File: src/design/srs_pkg.sv
// Package for the selective repeat sender: item structs, operation and
// frame kind codes, window limits and the shared add/subtract request type.
// No dependencies.
`default_nettype none

package srs_pkg;

  localparam int CNT_W = 6;

  localparam logic [2:0] OP_LOAD    = 3'd0;
  localparam logic [2:0] OP_START   = 3'd1;
  localparam logic [2:0] OP_ACK     = 3'd2;
  localparam logic [2:0] OP_TIMEOUT = 3'd3;

  localparam logic KIND_DATA = 1'b0;
  localparam logic KIND_FIN  = 1'b1;

  localparam logic [3:0] WIN_RESET = 4'd3;
  localparam logic [3:0] WIN_MIN   = 4'd1;
  localparam logic [3:0] WIN_MAX   = 4'd8;

  typedef struct packed {
    logic [2:0] operation;
    logic [7:0] message_byte;
    logic       final_byte;
    logic [5:0] requested_frame;
  } in_item_t;

  typedef struct packed {
    logic       frame_kind;
    logic [4:0] frame_number;
    logic [7:0] frame_payload;
    logic       run_end;
  } out_item_t;

  typedef struct packed {
    logic             sub;
    logic [CNT_W-1:0] a;
    logic [CNT_W-1:0] b;
  } alu_req_t;

  function automatic logic [3:0] burst_len(logic [3:0] w);
    logic [3:0] r;
    if (w == 4'd0) r = WIN_MIN;
    else if (w > WIN_MAX) r = WIN_MAX;
    else r = w;
    return r;
  endfunction

endpackage

`default_nettype wire

File: src/design/srs_addsub.sv
// Shared 6-bit add/subtract unit with carry/borrow out.
// Depends on srs_pkg.
`default_nettype none

module srs_addsub (
  input  srs_pkg::alu_req_t         req_i,
  output logic [srs_pkg::CNT_W:0]   res_o
);
  import srs_pkg::*;

  always_comb begin
    if (req_i.sub) begin
      res_o = {1'b0, req_i.a} - {1'b0, req_i.b};
    end else begin
      res_o = {1'b0, req_i.a} + {1'b0, req_i.b};
    end
  end

endmodule

`default_nettype wire

File: src/design/srs_msg_mem.sv
// Message byte store: one write port, one read port with registered data.
// No dependencies.
`default_nettype none

module srs_msg_mem #(
  parameter int MSG_DEPTH = 32,
  localparam int AW = (MSG_DEPTH > 1) ? $clog2(MSG_DEPTH) : 1
) (
  input  logic          clk_i,
  input  logic          we_i,
  input  logic [AW-1:0] waddr_i,
  input  logic [7:0]    wdata_i,
  input  logic          re_i,
  input  logic [AW-1:0] raddr_i,
  output logic [7:0]    rdata_o
);

  logic [7:0] mem_q [MSG_DEPTH];
  logic [7:0] rdata_q;

  always_ff @(posedge clk_i) begin
    if (we_i) begin
      mem_q[waddr_i] <= wdata_i;
    end
    if (re_i) begin
      rdata_q <= mem_q[raddr_i];
    end
  end

  assign rdata_o = rdata_q;

endmodule

`default_nettype wire

File: src/design/srs_ctrl.sv
// Sequencer of the sender: link state, window counting and frame issue.
// Depends on srs_pkg; drives srs_msg_mem and the shared srs_addsub unit.
`default_nettype none

module srs_ctrl #(
  parameter int MSG_DEPTH = 32,
  localparam int AW = (MSG_DEPTH > 1) ? $clog2(MSG_DEPTH) : 1
) (
  input  logic                        clk_i,
  input  logic                        rst_ni,
  input  logic                        cfg_we_i,
  input  logic [3:0]                  cfg_wdata_i,
  input  logic                        in_valid_i,
  output logic                        in_ready_o,
  input  srs_pkg::in_item_t           in_item_i,
  output logic                        out_valid_o,
  input  logic                        out_ready_i,
  output srs_pkg::out_item_t          out_item_o,
  output srs_pkg::alu_req_t           alu_req_o,
  input  logic [srs_pkg::CNT_W:0]     alu_res_i,
  output logic                        mem_we_o,
  output logic [AW-1:0]               mem_waddr_o,
  output logic [7:0]                  mem_wdata_o,
  output logic                        mem_re_o,
  output logic [AW-1:0]               mem_raddr_o,
  input  logic [7:0]                  mem_rdata_i
);
  import srs_pkg::*;

  localparam int CAP = (MSG_DEPTH < 63) ? MSG_DEPTH : 63;
  localparam logic [CNT_W-1:0] CAP_LEN = CNT_W'(CAP);

  typedef enum logic [1:0] {ST_IDLE, ST_COUNT, ST_ISSUE, ST_WRITE} state_e;
  typedef enum logic [1:0] {PH_RESEND, PH_BURST, PH_FIN} phase_e;

  state_e           state_q;
  phase_e           phase_q;
  logic [2:0]       op_q;
  logic [3:0]       win_q;
  logic [CNT_W-1:0] length_q, acked_q, sent_q, from_q, resend_num_q;
  logic             active_q, closed_q;
  logic             resend_q, fin_q;
  logic [3:0]       cnt_q, idx_q;
  logic             pend_kind_q, pend_last_q;
  logic [4:0]       pend_num_q;
  logic             out_valid_q;
  out_item_t        out_item_q;

  logic             accept;
  logic [CNT_W-1:0] len_eff, rem, num;
  logic [3:0]       lim, cnt_calc;
  logic             fin_calc, last_calc, slot_free;

  assign in_ready_o  = (state_q == ST_IDLE);
  assign accept      = in_valid_i && in_ready_o;
  assign out_valid_o = out_valid_q;
  assign out_item_o  = out_item_q;
  assign slot_free   = !out_valid_q || out_ready_i;

  assign len_eff     = closed_q ? '0 : length_q;
  assign mem_we_o    = accept && (in_item_i.operation == OP_LOAD) && !active_q
                       && (len_eff < CAP_LEN);
  assign mem_waddr_o = AW'(len_eff);
  assign mem_wdata_o = in_item_i.message_byte;

  always_comb begin
    alu_req_o.sub = (state_q == ST_COUNT);
    alu_req_o.a   = alu_req_o.sub ? length_q : from_q;
    alu_req_o.b   = alu_req_o.sub ? from_q : {2'b00, idx_q};
  end

  always_comb begin
    rem      = alu_res_i[CNT_W] ? '0 : alu_res_i[CNT_W-1:0];
    lim      = (op_q == OP_ACK) ? WIN_MIN : burst_len(win_q);
    cnt_calc = (rem < {2'b00, lim}) ? rem[3:0] : lim;
    unique case (op_q)
      OP_START: fin_calc = (cnt_calc == 4'd0);
      OP_ACK:   fin_calc = (cnt_calc != 4'd0) ? (acked_q > sent_q) : (acked_q >= sent_q);
      default:  fin_calc = 1'b0;
    endcase
  end

  always_comb begin
    unique case (phase_q)
      PH_RESEND: begin
        num       = resend_num_q;
        last_calc = (cnt_q == 4'd0) && !fin_q;
      end
      PH_BURST: begin
        num       = alu_res_i[CNT_W-1:0];
        last_calc = (idx_q == cnt_q - 4'd1) && !fin_q;
      end
      default: begin
        num       = '0;
        last_calc = 1'b1;
      end
    endcase
  end

  assign mem_re_o    = (state_q == ST_ISSUE) && (phase_q != PH_FIN);
  assign mem_raddr_o = AW'(num);

  always_ff @(posedge clk_i or negedge rst_ni) begin
    if (!rst_ni) begin
      state_q      <= ST_IDLE;
      phase_q      <= PH_FIN;
      op_q         <= OP_LOAD;
      win_q        <= WIN_RESET;
      length_q     <= '0;
      acked_q      <= '0;
      sent_q       <= '0;
      from_q       <= '0;
      resend_num_q <= '0;
      active_q     <= 1'b0;
      closed_q     <= 1'b0;
      resend_q     <= 1'b0;
      fin_q        <= 1'b0;
      cnt_q        <= '0;
      idx_q        <= '0;
      pend_kind_q  <= KIND_DATA;
      pend_last_q  <= 1'b0;
      pend_num_q   <= '0;
      out_valid_q  <= 1'b0;
      out_item_q   <= '0;
    end else begin
      if (cfg_we_i) begin
        win_q <= cfg_wdata_i;
      end
      if (out_ready_i && (state_q != ST_WRITE)) begin
        out_valid_q <= 1'b0;
      end
      unique case (state_q)
        ST_IDLE: begin
          if (accept) begin
            op_q     <= in_item_i.operation;
            resend_q <= 1'b0;
            unique case (in_item_i.operation)
              OP_LOAD: begin
                if (!active_q) begin
                  length_q <= (len_eff < CAP_LEN) ? len_eff + 6'd1 : len_eff;
                  closed_q <= in_item_i.final_byte;
                end
              end
              OP_START: begin
                if (!active_q) begin
                  from_q  <= '0;
                  state_q <= ST_COUNT;
                end
              end
              OP_ACK: begin
                if (active_q) begin
                  acked_q      <= acked_q + 6'd1;
                  from_q       <= sent_q;
                  resend_q     <= (in_item_i.requested_frame < sent_q);
                  resend_num_q <= in_item_i.requested_frame;
                  state_q      <= ST_COUNT;
                end
              end
              OP_TIMEOUT: begin
                if (active_q) begin
                  from_q  <= acked_q;
                  state_q <= ST_COUNT;
                end
              end
              default: ;
            endcase
          end
        end
        ST_COUNT: begin
          cnt_q <= cnt_calc;
          fin_q <= fin_calc;
          idx_q <= '0;
          if (op_q == OP_START) begin
            closed_q <= 1'b1;
            acked_q  <= '0;
            sent_q   <= {2'b00, cnt_calc};
            active_q <= (cnt_calc != 4'd0);
          end else if (op_q == OP_ACK) begin
            sent_q   <= sent_q + {5'b0, (cnt_calc != 4'd0)};
            active_q <= !fin_calc;
          end
          priority if (resend_q) begin
            phase_q <= PH_RESEND;
            state_q <= ST_ISSUE;
          end else if (cnt_calc != 4'd0) begin
            phase_q <= PH_BURST;
            state_q <= ST_ISSUE;
          end else if (fin_calc) begin
            phase_q <= PH_FIN;
            state_q <= ST_ISSUE;
          end else begin
            state_q <= ST_IDLE;
          end
        end
        ST_ISSUE: begin
          pend_kind_q <= (phase_q == PH_FIN) ? KIND_FIN : KIND_DATA;
          pend_num_q  <= num[4:0];
          pend_last_q <= last_calc;
          state_q     <= ST_WRITE;
        end
        ST_WRITE: begin
          if (slot_free) begin
            out_valid_q              <= 1'b1;
            out_item_q.frame_kind    <= pend_kind_q;
            out_item_q.frame_number  <= pend_num_q;
            out_item_q.frame_payload <= (pend_kind_q == KIND_FIN) ? 8'd0 : mem_rdata_i;
            out_item_q.run_end       <= pend_last_q;
            if (pend_last_q) begin
              state_q <= ST_IDLE;
            end else begin
              state_q <= ST_ISSUE;
              unique case (phase_q)
                PH_RESEND: phase_q <= (cnt_q != 4'd0) ? PH_BURST : PH_FIN;
                PH_BURST: begin
                  if (idx_q + 4'd1 < cnt_q) begin
                    idx_q <= idx_q + 4'd1;
                  end else begin
                    phase_q <= PH_FIN;
                  end
                end
                default: phase_q <= PH_FIN;
              endcase
            end
          end
        end
        default: state_q <= ST_IDLE;
      endcase
    end
  end

endmodule

`default_nettype wire

File: src/design/selective_repeat_sender.sv
// Selective repeat ARQ sender, top level.
// Depends on srs_pkg, srs_addsub, srs_msg_mem and srs_ctrl.
//
// Usage:
//   Input channel (in_valid_i/in_ready_o/in_item_i) takes one event per item:
//   load byte, start, ack, timeout or an ignored frame. Output channel
//   (out_valid_o/out_ready_i/out_item_o) gives data and FIN frames; run_end
//   marks the last frame caused by one input item.
//   cfg_we_i/cfg_wdata_i write the window size in any cycle the link is idle.
// Item handling:
//   Load and ignored items are taken while the sequencer stays idle. Start,
//   ack and timeout first size the burst with the shared add/subtract unit,
//   then issue each frame by a message store read, then an output register
//   load. in_ready_o is low while an item is in work.
// Reset: window size 3, message empty, link idle, no frame pending.
// Receiver stall: the sequencer waits on the output register and resumes
//   when out_ready_i takes the frame; nothing is dropped.
`default_nettype none

module selective_repeat_sender #(
  parameter int MSG_DEPTH = 32
) (
  input  logic               clk_i,
  input  logic               rst_ni,
  input  logic               cfg_we_i,
  input  logic [3:0]         cfg_wdata_i,
  input  logic               in_valid_i,
  output logic               in_ready_o,
  input  srs_pkg::in_item_t  in_item_i,
  output logic               out_valid_o,
  input  logic               out_ready_i,
  output srs_pkg::out_item_t out_item_o
);
  import srs_pkg::*;

  localparam int AW = (MSG_DEPTH > 1) ? $clog2(MSG_DEPTH) : 1;

  alu_req_t        alu_req;
  logic [CNT_W:0]  alu_res;
  logic            mem_we, mem_re;
  logic [AW-1:0]   mem_waddr, mem_raddr;
  logic [7:0]      mem_wdata, mem_rdata;

  srs_addsub u_addsub (
    .req_i (alu_req),
    .res_o (alu_res)
  );

  srs_msg_mem #(.MSG_DEPTH(MSG_DEPTH)) u_mem (
    .clk_i   (clk_i),
    .we_i    (mem_we),
    .waddr_i (mem_waddr),
    .wdata_i (mem_wdata),
    .re_i    (mem_re),
    .raddr_i (mem_raddr),
    .rdata_o (mem_rdata)
  );

  srs_ctrl #(.MSG_DEPTH(MSG_DEPTH)) u_ctrl (
    .clk_i       (clk_i),
    .rst_ni      (rst_ni),
    .cfg_we_i    (cfg_we_i),
    .cfg_wdata_i (cfg_wdata_i),
    .in_valid_i  (in_valid_i),
    .in_ready_o  (in_ready_o),
    .in_item_i   (in_item_i),
    .out_valid_o (out_valid_o),
    .out_ready_i (out_ready_i),
    .out_item_o  (out_item_o),
    .alu_req_o   (alu_req),
    .alu_res_i   (alu_res),
    .mem_we_o    (mem_we),
    .mem_waddr_o (mem_waddr),
    .mem_wdata_o (mem_wdata),
    .mem_re_o    (mem_re),
    .mem_raddr_o (mem_raddr),
    .mem_rdata_i (mem_rdata)
  );

  a_fin_zero: assert property (@(posedge clk_i) disable iff (!rst_ni)
    out_valid_o && (out_item_o.frame_kind == KIND_FIN) |->
      (out_item_o.frame_number == 5'd0) && (out_item_o.frame_payload == 8'd0))
    else $error("FIN frame with nonzero number or payload");

  a_fin_last: assert property (@(posedge clk_i) disable iff (!rst_ni)
    out_valid_o && (out_item_o.frame_kind == KIND_FIN) |-> out_item_o.run_end)
    else $error("FIN frame not marked as run end");

  a_load_ready: assert property (@(posedge clk_i) disable iff (!rst_ni)
    in_valid_i && in_ready_o && (in_item_i.operation == OP_LOAD) |=> in_ready_o)
    else $error("load item left the sender busy");

endmodule

`default_nettype wire

File: config.mk
export PLATFORM = sky130hd
export DESIGN_NAME = selective_repeat_sender
export DESIGN_NICKNAME = d
export VERILOG_FILES = /design/src/design/srs_pkg.sv /design/src/design/srs_addsub.sv /design/src/design/srs_msg_mem.sv /design/src/design/srs_ctrl.sv /design/src/design/selective_repeat_sender.sv
export SDC_FILE = /design/constraint.sdc
export NUM_CORES = 1
export LEC_CHECK = 0
export BUFFER_PORTS_ARGS = -buffer_cell sky130_fd_sc_hd__buf_4
export CAP_MARGIN = 20
export CORE_MARGIN = 2
export CORE_UTILIZATION = 35
export CTS_BUF_LIST = sky130_fd_sc_hd__clkbuf_4 sky130_fd_sc_hd__clkbuf_8 sky130_fd_sc_hd__clkbuf_16
export DETAILED_ROUTE_END_ITERATION = 8
export GPL_TIMING_DRIVEN = 0
export SYNTH_ARGS = -nofsm -noshare
export SYNTH_HDL_FRONTEND = slang
export SYNTH_SLANG_ARGS = --single-unit
export TNS_END_PERCENT = 20
File: constraint.sdc
create_clock -name clk_i -period 11.5 [get_ports clk_i]
set_clock_uncertainty 0.15 [all_clocks]
set_input_delay 2.3 -clock clk_i [delete_from_list [all_inputs] [get_ports clk_i]]
set_output_delay 2.3 -clock clk_i [all_outputs]
set_load 0.05 [all_outputs]
==> results of run 1 <==
routing by layer:
layer  vias to the layer above  global-route usage [%]  routed length [um]
met5                         -                       0                   0
li1                       5055                       -                   -
met3                        90                   3.361                2897
met4                         0                   6.372                1302
met2                       411                   28.08               19030
met1                      5372                   24.79               18780
cell families after synthesis:
| kind of cell | after synthesis | synth area share (%) |
|---|---|---|
| compound gates | 260 | 10.83 |
| fa+ha+maj | 33 | 2.626 |
| flops | 339 | 61.27 |
| buf+inv | 95 | 2.986 |
| simple gates | 431 | 12.83 |
| xor+xnor | 15 | 0.8207 |
| mux | 132 | 8.636 |
worst max-delay path, cell delays in order (launching register included):
cell	delay, ns
sky130_fd_sc_hd__dfrtp_1	0.37
sky130_fd_sc_hd__buf_4	0.19
sky130_fd_sc_hd__nand2b_2	0.18
sky130_fd_sc_hd__buf_4	0.19
sky130_fd_sc_hd__clkbuf_1	0.37
sky130_fd_sc_hd__o21ai_0	0.23
sky130_fd_sc_hd__o21ai_0	0.12
sky130_fd_sc_hd__ha_1	0.26
sky130_fd_sc_hd__buf_6	0.14
sky130_fd_sc_hd__a21o_1	0.15
sky130_fd_sc_hd__a221oi_1	0.32
sky130_fd_sc_hd__xor2_1	0.40
sky130_fd_sc_hd__nor2_1	0.10
sky130_fd_sc_hd__ha_1	0.31
sky130_fd_sc_hd__o211a_1	0.21
sky130_fd_sc_hd__a211oi_1	0.44
sky130_fd_sc_hd__a21o_1	0.30
sky130_fd_sc_hd__nand2_1	0.10
sky130_fd_sc_hd__ha_1	0.22
sky130_fd_sc_hd__ha_1	0.19
sky130_fd_sc_hd__and3_1	0.18
sky130_fd_sc_hd__nand2_1	0.09
sky130_fd_sc_hd__nor4_1	0.04
sky130_fd_sc_hd__o21bai_1	0.15
flip-flops by register name (all words and copies together) (netlist names), 2 cells and up:
| register | count |
|---|---|
| u_ctrl.from_q | 6 |
| u_mem.mem_q | 256 |
| u_ctrl.sent_q | 6 |
| u_ctrl.acked_q | 6 |
| u_ctrl.out_item_o | 15 |
| u_ctrl.op_q | 3 |
| u_ctrl.length_q | 6 |
| u_ctrl.idx_q | 4 |
| u_ctrl.win_q | 4 |
| u_ctrl.resend_num_q | 5 |
| u_ctrl.cnt_q | 4 |
| u_ctrl.state_q | 2 |
| u_ctrl.phase_q | 2 |
| u_ctrl.pend_num_q | 5 |
| u_mem.rdata_o | 8 |
placed cells by master (no fill, tap or decap), types with 17 or more instances in the layout:
cell type                   instances
sky130_fd_sc_hd__a21oi_1           80
sky130_fd_sc_hd__buf_2             19
sky130_fd_sc_hd__buf_4             53
sky130_fd_sc_hd__clkbuf_1          34
sky130_fd_sc_hd__clkbuf_16         39
sky130_fd_sc_hd__dfrtp_1           72
sky130_fd_sc_hd__edfxtp_1         264
sky130_fd_sc_hd__ha_1              32
sky130_fd_sc_hd__inv_1             21
sky130_fd_sc_hd__mux2_2            28
sky130_fd_sc_hd__mux2i_1          101
sky130_fd_sc_hd__nand2_1          155
sky130_fd_sc_hd__nand3_1           46
sky130_fd_sc_hd__nand4_1           17
sky130_fd_sc_hd__nor2_1            87
sky130_fd_sc_hd__nor3_1            42
sky130_fd_sc_hd__o21ai_0           57
sky130_fd_sc_hd__o22ai_1           22
path summary, 6_finish.rpt:
check / slack (ns) / end / from
worst max-delay path: 5.97 / u_ctrl.sent_q[4] / u_ctrl.state_q[1]
worst min-delay path: 0.32 / u_ctrl.out_item_o[7] / u_ctrl.out_item_o[7]
worst max register to register: 5.97 / u_ctrl.sent_q[4] / u_ctrl.state_q[1]
worst min register to register: 0.32 / u_ctrl.out_item_o[7] / u_ctrl.out_item_o[7]
max in group asynchronous: 8.81 / u_ctrl.resend_num_q[3] / rst_ni
min in group asynchronous: 1.76 / u_ctrl.win_q[3] / rst_ni
power by group through the flow:
stage	logic, uW	registers (uW)	clock network, uW
floorplan	1270	1590	0
global placement	1820	1540	0
detailed placement	1840	1550	0
CTS	1860	1520	1260
global route	2050	1540	1310
finish	1880	1520	1230
per-stage QoR:
step	util [%]	setup WS (ns)	area (um2)	cells	hold WS [ns]
after floorplan	-	6.748	16010	1305	0.2831
after global placement	37.72	5.823	17080	1948	0.3099
after detailed placement	37.72	5.798	17080	1948	0.3089
after CTS	40.51	6.024	18340	2016	0.3222
after global routing	40.51	5.449	18340	2016	0.3496
final	40.51	5.973	18340	2016	0.3156
layout make-up:
class | count | area, um2
Timing Repair Buffer | 43 | 322.8
Multi-Input combinational cell | 871 | 5723
Sequential cell | 339 | 9808
Inverter | 22 | 82.58
Clock buffer | 48 | 1062
Tap cell | 600 | 750.7
Buffer | 73 | 395.4
Fill cell | 4306 | 26940
Clock inverter | 20 | 197.7
==> summary by stage, run 1 <==
Outcome
The flow ran to the end, and the final reports show no timing, DRC or antenna violations.

Route
Dividing the detail-routed via count by the number of cells gives 5.421. The DRC violation count after routing is 0. The total number of vias is 10930. Once detail routing completed, the nets flagged for antenna violations numbered 0. In this run, the number of DRC markers left after iteration 0 of detailed routing was 892. For this run, the detailed router's first-pass iteration total came to 7. Summed over all layers, the routed wires come to 42000 um. After detailed routing, the average wire length per cell comes to 20.84 um.

Timing
The highest clock rate is 180.9 MHz. The relative slew slack is 34.86%. Setup repair after global routing left no endpoint under its margin. The final hold violation count is 0. The number of max-slew violations in the final report was 0. In the finished design, the share of the clock period the worst path needs comes to 48.06%. The routed design could run at a clock period as short as 5.527 ns.

The final count of negative-setup-slack endpoints is 0. Setup total negative slack on the finished layout was measured at 0 ns. At the pin with the least slew margin, the transition time is 0.9772 ns.

Floorplan
The number of placement rows is 78. The height of the die is 217.9 um. The area of the die is 0.04747 mm2. The effective utilization at floorplan is 35.35%. The total area inside the core boundary comes to 0.04528 mm2. In this run the count of I/O pins placed on the die edge is 44. The die is 217.9 um wide.

Place
At the end of routability-driven placement, the weighted congestion stood at 0.9006. The wire-length estimate of the detail-placed layout is 28680 um. The number of buffer cells added on primary ports is 43.

Power and ir drop
The net switching power is 1758 uW. The worst vdd rail ir drop is 0.0001195 V. The total power divided by cell area is 252.2 mW/mm2. Cell internal power was estimated by the tool at 2869 uW. The analysis attributes to cell leakage a power of 0.006626 uW.

The logic gate share of total power is 40.6%. The overall power after layout is 4626 uW. In this run switching power makes up 37.99% of total power. The power share of the clock group is 26.6%. Sequential cells burn 32.9% of the power.

Synth
The leading area contributor after synthesis is sky130_fd_sc_hd__edfxtp_1. The post-synthesis instance area is 0.01601 mm2. Yosys printed 0 warnings. Sequential cells were found to cover 61.27% of the synthesized design area. The number of different library cells in the post-synthesis netlist is 82. The area share of the largest cell type after synthesis is 49.52%.

The most used flip-flop cell after synthesis is sky130_fd_sc_hd__edfxtp_1. Sorting the synthesized cells by how often they occur yields sky130_fd_sc_hd__edfxtp_1, sky130_fd_sc_hd__nand2_1, sky130_fd_sc_hd__mux2i_1. The most frequent cell after synthesis is sky130_fd_sc_hd__edfxtp_1. In the post-synthesis netlist, the biggest area contributors are sky130_fd_sc_hd__edfxtp_1, sky130_fd_sc_hd__dfrtp_1, sky130_fd_sc_hd__mux2i_1.

The number of enable flip-flop cells after synthesis is 264. Synthesis produced 1305 cells. Counting flops and latches in the post-synthesis netlist gives 339. The mean area per synthesized cell is 12.27 um2. The net count of the mapped netlist is 1365.

The fraction of registers with async set or reset after synthesis is 22.12%.

Clock network
The clock tree root buffer cell is sky130_fd_sc_hd__clkbuf_16. The clock sink count is 339. After clock tree synthesis, the clock-pin slew on the worst setup and hold paths is 0.06 ns. The clock tree from TritonCTS is done. After clock tree synthesis, the repair step resized 0 gates. The count of hold buffers inserted by post-cts repair is 0. Clock latency on the worst-skew pair, taken at its later pin, is 0.55 ns. The number of buffers on the longest clock path is 3. The number of H-tree levels is 2. The number of clock buffers added by TritonCTS is 38.

The buffers inserted during post-CTS setup optimization is 0.

Worst setup path
STA classifies the critical path startpoint as a register. The critical path in this run is classified as register to register. The critical path data required time is 11.78 ns.

Along the worst path, the maximum fanout reaches 10. The worst-case reg-to-reg path depth is 23. The arrival time reported for the critical path endpoint is 5.81 ns. The worst setup path is captured at a register.

GRT
The leftover overflow at the end of global routing is 0. The initial antenna violation count was 0. The via count of the first global-routing pass is 10940. Entering global routing, the biggest net connects 76 pins.

The first global-routing pass estimated 64880 um of wire. The all-layer global routing usage is 17.90%.

Cells and area
The number of nets in the layout is 1448. Relative to the synthesized area, the layout overhead comes to 14.58%. The repair_antennas step left the layout with diodes totalling 0. Of the cells placed in the final design, the portion with a size suffix greater than 1 is 14.27%.

Min path
The cell depth of the worst min-delay path is 2. In this run the worst hold path is classified as register to register.

Flow run
The max-capacitance violation count is 0.
(Power assumes the default switching activity.)
==> run 2: changes to the inputs <==
- clock period: 11.5 -> 4.7 ns (I/O delays scaled with it)
==> summary by stage, run 2 (synthesized netlist as in run 1, its figures left out) <==
Cells and area
The sequential cells in the finished layout cover a total of 0.009808 mm2. The number of antenna diodes in the final layout is 0. Cells with a size suffix above 1 make up 17.04% of the layout. The area growth from synthesis to layout is 16.30%.

The number of flip-flops under the largest register name is 256. The final layout contains 1457 nets. The multi-input combinational cells in the finished layout cover a total of 0.005933 mm2.

The most common cell after layout, fill and taps aside is sky130_fd_sc_hd__edfxtp_1. In the layout the commonest cells are sky130_fd_sc_hd__edfxtp_1, sky130_fd_sc_hd__nand2_1, sky130_fd_sc_hd__mux2i_1. The register with the most flip-flops is u_mem.mem_q. The count of fill cells added during filler insertion is 4263.

Min path
The worst hold path begins at u_ctrl.out_item_o[5]. The min-delay analysis places its worst path in the category register to register.

Place
At the placement stage, the worst setup path has a slack of -0.6295 ns. The detailed placement HPWL is 28860 um. Buffers placed on the I/O ports in this run total 43. The placer congestion estimate is 0.9204.

Clock network
The number of H-tree levels is 2. The clock passes through at most 3 buffers. The clock transition at the registers of the reported paths is 0.06 ns. The later-pin clock latency in the skew report is 0.54 ns. The tree is rooted in a sky130_fd_sc_hd__clkbuf_16.

The number of clock buffers added by TritonCTS is 37. The clock tree from TritonCTS is done. The clock sink count is 339. For this design, the CTS-stage hold fixing added 0 buffers.

Flow run
The max-capacitance violation count is 0.

Route
The total wire length after detailed routing is 42410 um. After detailed routing, the average wire length per cell comes to 20.93 um. The pre-antenna-repair detailed-routing pass consisted of 5 iterations.

The number of DRC violations after detailed-routing iteration 0 is 1208. The average vias per placed instance is 5.449. In this run the remaining antenna-violating nets after routing total 0.

The final route contains 11040 vias. For this run, design rule violations remaining after detail routing come to 0.

Timing
For the pin with the worst max-slew slack, the measured transition is 0.9637 ns. The worst setup margin is 0.03712 ns. The setup TNS is 0 ns. The number of max-slew violations in the final report is 0. The worst path uses 99.21% of the clock period. The final hold violation count is 0. After layout, the minimum clock period comes to 4.663 ns. Setup violations remaining at the end of the flow were counted as 0.

Static timing analysis puts the maximum clock frequency at 214.5 MHz. The relative slew slack is 35.75%.

Power and ir drop
The logic gate share of total power is 44.8%. The internal portion of the total power is 7345 uW. VDD sags by at most 0.0003687 V.

The switching share of total power is 38.21%. The leakage dissipation is 0.006739 uW. The net switching power is 4543 uW. The clock network accounts for 23.9% of the total power. Sequential cells account for 31.3% of the total power.

The total power divided by cell area is 638.5 mW/mm2.

Worst setup path
Of all nets on the critical path, the largest fanout is 10. The critical path starts at u_ctrl.state_q[1]. The category of the worst setup path capture point is a register. The launching element type of the critical path is a register. The kind of critical path is register to register. The arrival time reported for the critical path endpoint is 4.94 ns. In this run the critical register-to-register path is launched from u_ctrl.state_q[1]. STA puts the critical path data required time at 4.98 ns.

Floorplan
The height of the die is 217.9 um. The effective utilization at floorplan is 35.35%. The placeable core area is 0.04528 mm2.

The horizontal extent of the die is 217.9 um. In this run the count of I/O pins placed on the die edge is 44. The die covers 0.04747 mm2. The number of placement rows is 78.

GRT
The all-layer global routing usage is 18.04%. The leftover overflow at the end of global routing is 0. The initial antenna violation count is 0. The first global-routing pass estimated 65130 um of wire.

Entering global routing, the biggest net connects 76 pins. The via count of the first global-routing pass is 11010.

Outcome
The run finished with clean final reports.
-- run 2: metal layers --
layer	part of all wire (%)	vias up	global-route usage, %	routed length (um)
li1	-	5070	-	-
met1	43	5497	24.28	18320
met2	46	393	29.01	19620
met3	7.5	80	3.780	3164
met4	3.1	0	6.032	1311
met5	0	-	0	0
-- run 2: area by class of cell --
class | instances | area share (%)
Timing Repair Buffer | 56 | 2.258
Clock buffer | 52 | 5.901
Inverter | 22 | 0.4435
Clock inverter | 16 | 0.5444
Buffer | 70 | 2.272
Multi-Input combinational cell | 871 | 31.87
Sequential cell | 339 | 52.68
Tap cell | 600 | 4.032
-- run 2: final timing paths --
kind	slack [ns]	end	cells after the start
worst max-delay path	0.04	u_ctrl.sent_q[4]	24
worst min-delay path	0.32	u_ctrl.out_item_o[5]	2
worst max register to register	0.04	u_ctrl.sent_q[4]	24
worst min register to register	0.32	u_ctrl.out_item_o[5]	2
max in group asynchronous	3.38	u_ctrl.idx_q[2]	1
min in group asynchronous	0.40	u_ctrl.cnt_q[3]	1
-- run 2: through the flow --
stage,instances,hold WS (ns),total power (uW),util (%),cell area [um2]
5_1_grt,2026,0.3522,12530,41.11,18620
4_1_cts,2022,0.3213,11530,40.66,18410
3_3_place_gp,1948,0.3068,8238,37.73,17090
3_5_place_dp,1948,0.3072,8316,37.73,17090
2_1_floorplan,1305,0.2831,7011,-,16010
6_report,2026,0.3165,11890,41.11,18620
-- run 2: power by group through the flow --
stage,Combinational (uW),Sequential [uW],Clock (uW)
after CTS,4910,3720,2910
after floorplan,3130,3880,0
after detailed placement,4540,3780,0
final,5320,3720,2850
after global routing,5740,3750,3030
after global placement,4470,3770,0
-- run 2: critical path, stage by stage, from the launching register on --
cell and delay, ns:
sky130_fd_sc_hd__dfrtp_1 0.42, sky130_fd_sc_hd__buf_6 0.15, sky130_fd_sc_hd__nand2b_4 0.15, sky130_fd_sc_hd__buf_6 0.15
sky130_fd_sc_hd__clkbuf_8 0.16, sky130_fd_sc_hd__o21ai_2 0.08, sky130_fd_sc_hd__o21ai_1 0.10, sky130_fd_sc_hd__ha_1 0.29
sky130_fd_sc_hd__buf_6 0.14, sky130_fd_sc_hd__a21o_1 0.16, sky130_fd_sc_hd__a221oi_2 0.25, sky130_fd_sc_hd__xor2_1 0.19
sky130_fd_sc_hd__buf_4 0.15, sky130_fd_sc_hd__nor2_1 0.05, sky130_fd_sc_hd__ha_1 0.38, sky130_fd_sc_hd__o211a_1 0.17
sky130_fd_sc_hd__a211oi_4 0.25, sky130_fd_sc_hd__a21o_1 0.18, sky130_fd_sc_hd__nand2_1 0.07, sky130_fd_sc_hd__ha_1 0.22
sky130_fd_sc_hd__ha_1 0.19, sky130_fd_sc_hd__and3_1 0.19, sky130_fd_sc_hd__nand2_1 0.09, sky130_fd_sc_hd__nor4_1 0.05
sky130_fd_sc_hd__o21bai_1 0.15
-- run 2: what timing repair did --
item | 4_1_cts | 5_1_grt
endpoints found under the hold margin | 0 | 0
gates resized for setup | 22 | 34
pin swaps | 3 | 8
setup endpoints to repair | 18 | 19
buffers inserted | 6 | 7
